## config.mk

```make
export PLATFORM = sky130hd
export DESIGN_NAME = shaker_sort_with_op_count
export DESIGN_NICKNAME = d
export VERILOG_FILES = /design/src/shkr_pkg.sv /design/src/shaker_sort_with_op_count.sv /design/src/shkr_dp.sv /design/src/shkr_ctrl.sv
export SDC_FILE = /design/constraint.sdc
export NUM_CORES = 2
export LEC_CHECK = 0
export BUFFER_PORTS_ARGS = -buffer_cell sky130_fd_sc_hd__buf_2
export CORE_MARGIN = 10
export CORE_UTILIZATION = 35
export CTS_CLUSTER_SIZE = 30
export DETAILED_ROUTE_END_ITERATION = 10
export PLACE_DENSITY = 0.48
export RECOVER_POWER = 25
export SYNTH_ARGS = -nofsm -noshare
export SYNTH_HDL_FRONTEND = slang
export SYNTH_SLANG_ARGS = --single-unit
```

## constraint.sdc

```tcl
create_clock -name clk -period 7.3 [get_ports clk]
set_input_delay 0 -clock clk [delete_from_list [all_inputs] [get_ports clk]]
set_output_delay 0 -clock clk [all_outputs]
set_load 0.03 [all_outputs]
```

## src/shkr_pkg.sv

```systemverilog
package shkr_pkg;

	localparam int DATA_W  = 32;
	localparam int COUNT_W = 22;

	localparam logic [COUNT_W-1:0] COUNT_MAX = 22'h3FFFFF;
	localparam logic [2:0]         CMP_COST  = 3'd1;
	localparam logic [2:0]         SWAP_COST = 3'd3;

	localparam logic [1:0] WSEL_INPUT = 2'd0;
	localparam logic [1:0] WSEL_STEP  = 2'd1;
	localparam logic [1:0] WSEL_CARRY = 2'd2;

	typedef struct packed {
		logic       mem_we;
		logic [1:0] wsel;
		logic       carry_load;
		logic       step;
		logic       fwd;
		logic       op_clear;
		logic       out_load;
		logic       out_last;
	} cmd_t;

	typedef struct packed {
		logic swap;
		logic out_valid;
	} status_t;

endpackage

```

## src/shaker_sort_with_op_count.sv

```systemverilog
// sort: after the transfer flagged last_in, the list is sorted in backward and forward passes,
// one compare-exchange per cycle in the single element memory, plus per-pass check and setup
// throughput: one value per input cycle while loading; a result loads once the last is taken
// reset: arst_n clears the controller, the counters and the output valid at once
// the element memory is not cleared; reads beyond the current list are never used
module shaker_sort_with_op_count
	import shkr_pkg::*;
#(
	parameter int MAX_ELEMENTS = 64
) (
	input  logic                      clk,
	input  logic                      arst_n,
	input  logic                      in_valid,
	output logic                      in_stall,
	input  logic signed [DATA_W-1:0]  value_in,
	input  logic                      last_in,
	output logic                      out_valid,
	input  logic                      out_stall,
	output logic signed [DATA_W-1:0]  sorted_value,
	output logic                      last_out,
	output logic [COUNT_W-1:0]        work_count
);

	localparam int IDX_W = $clog2(MAX_ELEMENTS);
	localparam int CNT_W = $clog2(MAX_ELEMENTS + 1);

	cmd_t             cmd;
	status_t          status;
	logic [IDX_W-1:0] rd_addr;
	logic [IDX_W-1:0] wr_addr;

	shkr_ctrl #(
		.MAX_ELEMENTS (MAX_ELEMENTS),
		.IDX_W        (IDX_W),
		.CNT_W        (CNT_W)
	) u_ctrl (
		.clk      (clk),
		.arst_n   (arst_n),
		.in_valid (in_valid),
		.last_in  (last_in),
		.in_stall (in_stall),
		.cmd      (cmd),
		.rd_addr  (rd_addr),
		.wr_addr  (wr_addr),
		.status   (status)
	);

	shkr_dp #(
		.IDX_W (IDX_W)
	) u_dp (
		.clk          (clk),
		.arst_n       (arst_n),
		.value_in     (value_in),
		.cmd          (cmd),
		.rd_addr      (rd_addr),
		.wr_addr      (wr_addr),
		.status       (status),
		.out_stall    (out_stall),
		.out_valid    (out_valid),
		.sorted_value (sorted_value),
		.last_out     (last_out),
		.work_count   (work_count)
	);

endmodule

```

## src/shkr_dp.sv

```systemverilog
module shkr_dp
	import shkr_pkg::*;
#(
	parameter int IDX_W = 6
) (
	input  logic                      clk,
	input  logic                      arst_n,
	input  logic signed [DATA_W-1:0]  value_in,
	input  cmd_t                      cmd,
	input  logic [IDX_W-1:0]          rd_addr,
	input  logic [IDX_W-1:0]          wr_addr,
	output status_t                   status,
	input  logic                      out_stall,
	output logic                      out_valid,
	output logic signed [DATA_W-1:0]  sorted_value,
	output logic                      last_out,
	output logic [COUNT_W-1:0]        work_count
);

	localparam int DEPTH = 2 ** IDX_W;

	logic signed [DATA_W-1:0] mem_q [DEPTH];
	logic signed [DATA_W-1:0] rdata_q;
	logic signed [DATA_W-1:0] carry_q;
	logic signed [DATA_W-1:0] wdata;
	logic [COUNT_W-1:0]       op_q;
	logic [COUNT_W+1:0]       op_sum;
	logic                     swap;
	logic                     out_valid_q;
	logic signed [DATA_W-1:0] value_q;
	logic                     last_q;
	logic [COUNT_W-1:0]       count_q;

	assign swap = cmd.fwd ? (rdata_q < carry_q) : (carry_q < rdata_q);

	always_comb begin
		case (cmd.wsel)
			WSEL_INPUT: wdata = value_in;
			WSEL_STEP:  wdata = swap ? rdata_q : carry_q;
			WSEL_CARRY: wdata = carry_q;
			default:    wdata = carry_q;
		endcase
	end

	always_ff @(posedge clk) begin
		if (cmd.mem_we) begin
			mem_q[wr_addr] <= wdata;
		end
		rdata_q <= mem_q[rd_addr];
	end

	always_ff @(posedge clk) begin
		if (cmd.carry_load) begin
			carry_q <= rdata_q;
		end else if (cmd.step) begin
			carry_q <= swap ? carry_q : rdata_q;
		end
	end

	assign op_sum = {2'b00, op_q} + (swap ? (COUNT_W+2)'(CMP_COST + SWAP_COST)
		: (COUNT_W+2)'(CMP_COST));

	always_ff @(posedge clk or negedge arst_n) begin
		if (!arst_n) begin
			op_q <= '0;
		end else if (cmd.op_clear) begin
			op_q <= '0;
		end else if (cmd.step) begin
			op_q <= (op_sum > {2'b00, COUNT_MAX}) ? COUNT_MAX : op_sum[COUNT_W-1:0];
		end
	end

	always_ff @(posedge clk or negedge arst_n) begin
		if (!arst_n) begin
			out_valid_q <= 1'b0;
		end else if (cmd.out_load) begin
			out_valid_q <= 1'b1;
		end else if (!out_stall) begin
			out_valid_q <= 1'b0;
		end
	end

	always_ff @(posedge clk) begin
		if (cmd.out_load) begin
			value_q <= rdata_q;
			last_q  <= cmd.out_last;
			count_q <= op_q;
		end
	end

	assign status.swap      = swap;
	assign status.out_valid = out_valid_q;

	assign out_valid    = out_valid_q;
	assign sorted_value = value_q;
	assign last_out     = last_q;
	assign work_count   = count_q;

endmodule

```

## src/shkr_ctrl.sv

```systemverilog
module shkr_ctrl
	import shkr_pkg::*;
#(
	parameter int MAX_ELEMENTS = 64,
	parameter int IDX_W        = 6,
	parameter int CNT_W        = 7
) (
	input  logic             clk,
	input  logic             arst_n,
	input  logic             in_valid,
	input  logic             last_in,
	output logic             in_stall,
	output cmd_t             cmd,
	output logic [IDX_W-1:0] rd_addr,
	output logic [IDX_W-1:0] wr_addr,
	input  status_t          status
);

	localparam logic [3:0] S_LOAD = 4'd0;
	localparam logic [3:0] S_INIT = 4'd1;
	localparam logic [3:0] S_BCHK = 4'd2;
	localparam logic [3:0] S_BLD  = 4'd3;
	localparam logic [3:0] S_BCMP = 4'd4;
	localparam logic [3:0] S_BEND = 4'd5;
	localparam logic [3:0] S_FCHK = 4'd6;
	localparam logic [3:0] S_FLD  = 4'd7;
	localparam logic [3:0] S_FCMP = 4'd8;
	localparam logic [3:0] S_FEND = 4'd9;
	localparam logic [3:0] S_ORD  = 4'd10;
	localparam logic [3:0] S_OWR  = 4'd11;

	localparam logic [CNT_W-1:0] ONE = CNT_W'(1);
	localparam logic [CNT_W-1:0] TWO = CNT_W'(2);
	localparam logic [CNT_W-1:0] CAP = CNT_W'(MAX_ELEMENTS);

	logic [3:0]       state_q, state_d;
	logic [CNT_W-1:0] fill_q, fill_d;
	logic [CNT_W-1:0] left_q, left_d;
	logic [CNT_W-1:0] right_q, right_d;
	logic [CNT_W-1:0] lsp_q, lsp_d;
	logic [CNT_W-1:0] j_q, j_d;
	logic [CNT_W-1:0] rd_pos;
	logic [CNT_W-1:0] wr_pos;

	assign rd_addr = rd_pos[IDX_W-1:0];
	assign wr_addr = wr_pos[IDX_W-1:0];

	always_comb begin
		state_d  = state_q;
		fill_d   = fill_q;
		left_d   = left_q;
		right_d  = right_q;
		lsp_d    = lsp_q;
		j_d      = j_q;
		rd_pos   = j_q;
		wr_pos   = j_q;
		cmd      = '0;
		in_stall = 1'b1;
		case (state_q)
			S_LOAD: begin
				in_stall = 1'b0;
				wr_pos   = fill_q;
				cmd.wsel = WSEL_INPUT;
				if (in_valid) begin
					if (fill_q < CAP) begin
						cmd.mem_we = 1'b1;
						fill_d     = fill_q + ONE;
					end
					if (last_in) begin
						state_d = S_INIT;
					end
				end
			end
			S_INIT: begin
				cmd.op_clear = 1'b1;
				left_d       = '0;
				right_d      = fill_q - ONE;
				lsp_d        = fill_q;
				state_d      = S_BCHK;
			end
			S_BCHK: begin
				if (right_q > left_q) begin
					rd_pos  = right_q;
					j_d     = right_q;
					state_d = S_BLD;
				end else begin
					left_d  = lsp_q;
					state_d = S_FCHK;
				end
			end
			S_BLD: begin
				cmd.carry_load = 1'b1;
				rd_pos         = j_q - ONE;
				state_d        = S_BCMP;
			end
			S_BCMP: begin
				cmd.step   = 1'b1;
				cmd.mem_we = 1'b1;
				cmd.wsel   = WSEL_STEP;
				wr_pos     = j_q;
				rd_pos     = j_q - TWO;
				j_d        = j_q - ONE;
				if (status.swap) begin
					lsp_d = j_q;
				end
				if (j_q - ONE == left_q) begin
					state_d = S_BEND;
				end
			end
			S_BEND: begin
				cmd.mem_we = 1'b1;
				cmd.wsel   = WSEL_CARRY;
				wr_pos     = left_q;
				left_d     = lsp_q;
				state_d    = S_FCHK;
			end
			S_FCHK: begin
				if (left_q < right_q) begin
					rd_pos  = left_q;
					j_d     = left_q;
					state_d = S_FLD;
				end else begin
					right_d = lsp_q;
					j_d     = '0;
					state_d = (left_q < lsp_q) ? S_BCHK : S_ORD;
				end
			end
			S_FLD: begin
				cmd.carry_load = 1'b1;
				rd_pos         = j_q + ONE;
				state_d        = S_FCMP;
			end
			S_FCMP: begin
				cmd.step   = 1'b1;
				cmd.fwd    = 1'b1;
				cmd.mem_we = 1'b1;
				cmd.wsel   = WSEL_STEP;
				wr_pos     = j_q;
				rd_pos     = j_q + TWO;
				j_d        = j_q + ONE;
				if (status.swap) begin
					lsp_d = j_q;
				end
				if (j_q + ONE == right_q) begin
					state_d = S_FEND;
				end
			end
			S_FEND: begin
				cmd.mem_we = 1'b1;
				cmd.wsel   = WSEL_CARRY;
				wr_pos     = right_q;
				right_d    = lsp_q;
				j_d        = '0;
				state_d    = (left_q < lsp_q) ? S_BCHK : S_ORD;
			end
			S_ORD: begin
				rd_pos = j_q;
				if (!status.out_valid) begin
					state_d = S_OWR;
				end
			end
			S_OWR: begin
				cmd.out_load = 1'b1;
				cmd.out_last = (j_q + ONE == fill_q);
				if (j_q + ONE == fill_q) begin
					fill_d  = '0;
					state_d = S_LOAD;
				end else begin
					j_d     = j_q + ONE;
					state_d = S_ORD;
				end
			end
			default: begin
				state_d = S_LOAD;
			end
		endcase
	end

	always_ff @(posedge clk or negedge arst_n) begin
		if (!arst_n) begin
			state_q <= S_LOAD;
			fill_q  <= '0;
			left_q  <= '0;
			right_q <= '0;
			lsp_q   <= '0;
			j_q     <= '0;
		end else begin
			state_q <= state_d;
			fill_q  <= fill_d;
			left_q  <= left_d;
			right_q <= right_d;
			lsp_q   <= lsp_d;
			j_q     <= j_d;
		end
	end

endmodule

```

======== Yosys cells after proc, flatten, opt, wreduce, memory -nomap -nowiden ========
Memories as Yosys holds them, arrays and structs flattened. A register that Yosys moved wholly into a read port is not among the register bits.
Index checks and enable logic that the tools add are counted.
word-level totals
  logic and storage cells ................. 124
  register bits after elaboration ......... 149
  memory bits (writable) .................. 2048
  memories ................................ 1
memories
  name        words  bits a word  read ports  clocked after Yosys merged registers in  wr ports  RTL line       text
  u_dp.mem_q  64     32           1           1                                        1         shkr_dp.sv:22  logic signed [DATA_W-1:0] mem_q [DEPTH];
cells by class
  $add $sub $neg .......................... 7
  order comparisons ....................... 7
  reductions and logical operators ........ 19
  eq/ne operators ......................... 28
  multiplexer cells ....................... 50
operators with widths
  kind                  number
  $mux 32               4
  $mux 22               3
  $lt 32x32->1          2
  $pmux 32 s2           1
  $mux 7                9
  $pmux 4 s12           1
  $pmux 7 s3            2
  $pmux 7 s6            1
  $pmux 6 s6            1
  $mux 4                8
  $pmux 7 s2            2
  $add 22x24->24        1
  $gt 24x22->1 const B  1
  $eq 7x7->1            3
  $pmux 6 s3            1
  $eq 4x3->1 const B    4
  $eq 4x4->1 const B    4
  $add 7x1->7 const B   2
  $lt 7x7->1            2
  $ne 2x2->1 const B    7
  $sub 7x1->7 const B   2
  $mux 1                12
  $ne 2x1->1 const B    6
  $reduce_and 2->1      5
  19 further kinds      27

======== Longest topological paths before layout ========
  depth in word-level cells ............... 9
  mapped depth ............................ 17
  gate-level depth less buffers ........... 16

======== Hierarchy ========
From an unflattened synthesis, not the netlist that was laid out.
second synthesis, totals
  cell total of the unflattened synthesis .. 3970
  area total of the unflattened synthesis .. 87779.2 um^2
by module, submodules not included
  module     area an instance (um^2)  instances  sequential area each (um^2)  cells each
  shkr_dp    83939.3                  1          65327.7                      3470
  shkr_ctrl  3839.9                   1          975.9                        500

======== Worst setup path before layout ========
Ideal clock, no wire load.
  kind .................................... register -> register
  start ................................... reg u_dp.carry_q[9]
  end ..................................... mem u_dp.mem_q[0][7], data pin
  arrival time ............................ 5.377 ns
  path slack .............................. 1.169 ns
  library setup time ...................... 0.753 ns
  cell stages (with the launch flop) ...... 13
  clock period less this slack ............ 6.131 ns
  cells stage by stage .................... edfxtp_1 > ha_1 > a21oi_1 > nor2_1 > a2111oi_0 > o31ai_1 > o21a_1 > o31a_1 > or2_2 > inv_1 > nor2_1 > clkbuf_1 > a222oi_1
on the way
  cells in the longest elaborated chain, start to end .. 4
ends and longest elaborated chain
  item                    RTL line       text
  from (decl)             shkr_dp.sv:24  logic signed [DATA_W-1:0] carry_q;
  from (signal assigned)  shkr_dp.sv:54  carry_q <= rdata_q;
  from (signal assigned)  shkr_dp.sv:56  carry_q <= swap ? carry_q : rdata_q;
  $lt 32x32->1            shkr_dp.sv:34  assign swap = cmd.fwd ? (rdata_q < carry_q) : (carry_q < rdata_q);
  $mux 1 *                shkr_dp.sv:34
  $mux 32 *               shkr_dp.sv:39  WSEL_STEP: wdata = swap ? rdata_q : carry_q;
  $pmux 32 s2 *           shkr_dp.sv:37  case (cmd.wsel)
  net u_dp.wdata[7]       shkr_dp.sv:25  logic signed [DATA_W-1:0] wdata;
  to (decl)               shkr_dp.sv:22
The timed path passes the listed nets; every way through them passes the cells marked *.

======== Worst setup path after layout ========
  start ................................... reg u_ctrl.left_q[2]
  end ..................................... reg u_dp.rdata_q[16] (read register of u_dp.mem_q)
on the way
  cells in the longest elaborated chain, start to end .. 3
ends and longest elaborated chain
  item                                      RTL line                           text
  from (decl)                               shkr_ctrl.sv:38                    logic [CNT_W-1:0] left_q, left_d;
  from (signal assigned)                    shkr_ctrl.sv:190                   left_q <= left_d;
  $lt 7x7->1 or $gt 7x7->1 (tied branches)  shkr_ctrl.sv:118, shkr_ctrl.sv:82
  $mux 6 or $mux 7 (tied branches)          shkr_ctrl.sv:118, shkr_ctrl.sv:82
  $pmux 6 s6 *                              shkr_ctrl.sv:59                    case (state_q)
  to (decl)                                 shkr_dp.sv:23                      logic signed [DATA_W-1:0] rdata_q;
Every way passes the cells marked *; elsewhere a longest branch is shown, timed or not.
A chain may end at the register's enable or synchronous reset.

==> summary.txt <==
Run
  • Total of max-cap violations: 32

Clock tree
  • H-tree level count: 4
  • Clock insertion delay at the later pin of the skew report: 880 ps
  • Clock tree from TritonCTS: yes
  • CTS Buf Count: 225
  • Master cell of the clock root buffer: clkbuf_16
  • Clock transition at the registers of the reported paths: 60 ps
  • Resized cells post-CTS: 0
  • CTS sink count: 2229
  • Maximum count of clock buffers along a single path: 3

Synthesis
  • Cell area after technology mapping: 89300 sq um
  • Sequential element share of the synthesized area: 74.3%
  • Cell count after synthesis: 6043
  • Top FF cell, synth: edfxtp_1
  • Syn. warnings: 0
  • Share of async-settable or async-resettable flops after synthesis: 2.78%
  • Number of enable flip-flop cells after synthesis: 2135
  • Post-synthesis area per instance: 14.8 sq um
  • Number of flip-flops and latches in the synthesized netlist: 2229
  • Number of distinct library cells after synthesis: 84
  • Syn nets: 6135

Worst hold path
  • Worst hold path class: input pin to flip-flop

Route
  • DRC violation total after the first TritonRoute iteration: 6224
  • Via Count: 54200
  • Total wire length after detailed routing: 272 mm
  • Number of remaining DRC errors: 0
  • DR vias/cell: 5.57
  • Router iterations before antenna repair: 7
  • DRT antenna net count: 0
  • Average wire length per cell after detail routing: 28.0 microns

STA
  • Worst rel slew slack: -157%
  • Minimum hold slack: 51.8 ps
  • TNS Setup: 0 ps
  • Total setup violations reported at the end of the flow: 0
  • Period Utilization, post-route: 92.7%
  • Max-slew violation total from the final report: 834
  • Unrepaired setup endpoints after global routing: no
  • Final Skew: 38.9 ps
  • Final period demand of the worst path: 6770 ps
  • Slew at the pin with the worst max-slew slack: 3850 ps
  • Highest achievable clock rate: 148 MHz
  • Final hold violation count: 0

Final layout
  • Area overhead of the layout relative to synthesis: 13.5%
  • Proportion of layout cells with a drive suffix above 1: 10.3%
  • Post-layout nets: 6263
  • Layout fillers: 23300
  • Final standard cell area without fillers: 101000 sq um

Global routing
  • Total overflow reported by the global router: 0
  • Via count of the first global-routing pass: 52400
  • Number of antenna violations at the first check in global routing: 9
  • Overall track demand over capacity in global routing: 19.0%
  • Wire length of the first global-routing pass: 391 mm
  • Maximum number of pins on one net before global-route repair: 137

Die
  • Area enclosed by the die boundary: 276000 sq um
  • IO Count: 94
  • Total number of placement rows: 185
  • Starting density of the core: 35.2%
  • Vertical extent of the die: 525 microns
  • Chip Width: 525 microns
  • Core region area: 254000 sq um

Worst setup path
  • Critical path endpoint category: flip-flop
  • Required @ worst endpoint: 7970 ps
  • Critical setup path kind: flip-flop to flip-flop
  • Category of the worst setup path launch point: flip-flop
  • Arrival time worst endpoint: 7440 ps
  • Maximum fanout along the worst path: 71

Run status
  • Failing checks: capacitance limit, slew limit
  • Status: finished with violations

Placed design
  • Placed instance area: 94500 sq um
  • Post-detailed-placement half-perimeter wirelength: 158 mm
  • Weighted congestion at the end of routability-driven global placement: 0.864
  • Quantity of I/O buffers inserted on ports: 93
==> timing repair <==
item / CTS / global route
endpoints found under the hold margin: 88 / 0
hold buffers: 7 / 0
setup buffers: 0 / 0
setup endpoints to repair: 0 / 0
==> cells in the mapped netlist, drive strengths merged, types with 28 or more instances <==
| cell | instances | area [sq um] |
|---|---|---|
| edfxtp | 2135 | 64100 |
| nand2 | 968 | 3630 |
| a21oi | 454 | 2280 |
| mux2i | 386 | 3860 |
| a221oi | 384 | 3370 |
| nand3 | 286 | 1440 |
| buf | 260 | 1480 |
| clkbuf | 158 | 593 |
| nor2 | 126 | 473 |
| a31oi | 93 | 582 |
| inv | 92 | 345 |
| o41ai | 70 | 613 |
| dfrtp | 62 | 1550 |
| o21ai | 58 | 298 |
| ha | 54 | 676 |
| a222oi | 32 | 320 |
| and3 | 32 | 200 |
| dfxtp | 32 | 641 |
| xnor2 | 28 | 245 |
==> layout make-up <==
type | count | area, sq um | area share (%)
clock inverter | 138 | 1100 | 1.09
antenna | 5 | 12.5 | 0.0123
sequential | 2229 | 66300 | 65.4
clock buffer | 283 | 5970 | 5.89
tap | 3366 | 4210 | 4.16
inverter | 93 | 349 | 0.344
multi-input combinational | 3303 | 21000 | 20.8
timing repair buffer | 319 | 2350 | 2.32
==> through the flow <==
stage                     utilization (%)  std cells  worst slack, ps
final                                39.9       9736              534
after global routing                 39.9       9732              319
after CTS                            40.0       9731             1040
after detailed placement             37.2       9303             1050
after global placement               37.2       9302              770
after floorplan                         -       6043             1170
==> state kept, by name, indices dropped and copies added, names as in the netlist <==
| register | flops |
|---|---|
| u_ctrl.fill_q | 7 |
| u_ctrl.j_q | 7 |
| u_ctrl.left_q | 7 |
| u_ctrl.lsp_q | 7 |
| u_ctrl.right_q | 7 |
| u_ctrl.state_q | 4 |
| u_dp.carry_q | 32 |
| u_dp.last_out | 1 |
| u_dp.mem_q | 2048 |
| u_dp.op_q | 22 |
| u_dp.out_valid | 1 |
| u_dp.rdata_q | 32 |
| u_dp.sorted_value | 32 |
| u_dp.work_count | 22 |
==> metal layers <==
layer  global-route usage [%]  routed length, microns
met1                     27.5                  123000
met2                     30.3                  127000
met3                     2.94                   16900
met4                     4.07                    5060
met5                        0                      21
==> layout by cell type, fill, tap and decap left out, types with 15 or more instances in the layout <==
| cell | count |
|---|---|
| a211oi_1 | 16 |
| a21o_1 | 15 |
| a21oi_1 | 452 |
| a221oi_1 | 383 |
| a222oi_1 | 32 |
| a311oi_1 | 22 |
| a31oi_1 | 93 |
| a32oi_1 | 25 |
| and3_1 | 31 |
| buf_12 | 27 |
| buf_2 | 37 |
| buf_4 | 164 |
| bufinv_16 | 15 |
| clkbuf_1 | 125 |
| clkbuf_16 | 227 |
| clkinv_1 | 70 |
| clkinv_2 | 47 |
| dfrtp_1 | 62 |
| dfxtp_1 | 32 |
| edfxtp_1 | 2135 |
| ha_1 | 54 |
| inv_1 | 60 |
| inv_2 | 25 |
| mux2i_1 | 386 |
| nand2_1 | 968 |
| nand3_1 | 284 |
| nand4_1 | 26 |
| nor2_1 | 80 |
| nor2_4 | 46 |
| nor3_1 | 21 |
| o21ai_0 | 52 |
| o22ai_1 | 23 |
| o41ai_1 | 63 |
| xnor2_1 | 28 |
| xor2_1 | 16 |
==> worst paths after layout <==
path / start / endpoint / slack (ps) / cells after the start
setup / recovery: u_ctrl.left_q[2] / u_dp.rdata_q[16] / 530 / 14
hold / removal: value_in[7] / u_dp.mem_q[18][7] / 50 / 4
setup reg to reg: u_ctrl.left_q[2] / u_dp.rdata_q[16] / 530 / 14
hold reg to reg: u_dp.op_q[0] / u_dp.work_count[0] / 500 / 0
max in group asynchronous: arst_n / u_ctrl.right_q[3] / 3450 / 4
min in group asynchronous: arst_n / u_dp.out_valid / 1600 / 4
==> cells by family (layout without fill, tap and decap cells) <==
group	Yosys count	after routing	share of synthesized area, %
other cells	0	5	0
fa+ha+maj	57	57	0.802
simple gates	1549	1549	7.47
compound gates	1266	1266	9.98
mux	387	387	4.34
buf+inv	511	833	2.71
flops	2229	2229	74.3
xor+xnor	44	44	0.432
==> worst max-delay path, cell delays in order (launching register included) <==
cell      delay, ps
dfrtp_1         540
inv_1            90
ha_1            300
nand4_1         170
o21a_1          290
a21oi_1        1160
a2111o_1        390
nand3_4         740
buf_12          540
buf_12          280
mux2i_1         170
a221oi_1        340
a31oi_1         110
and3_1          310
nor4b_2         960
Power is left out: the tool's default activity adds up to more than one toggle a clock period on the data nets, which glitch-free logic cannot reach.
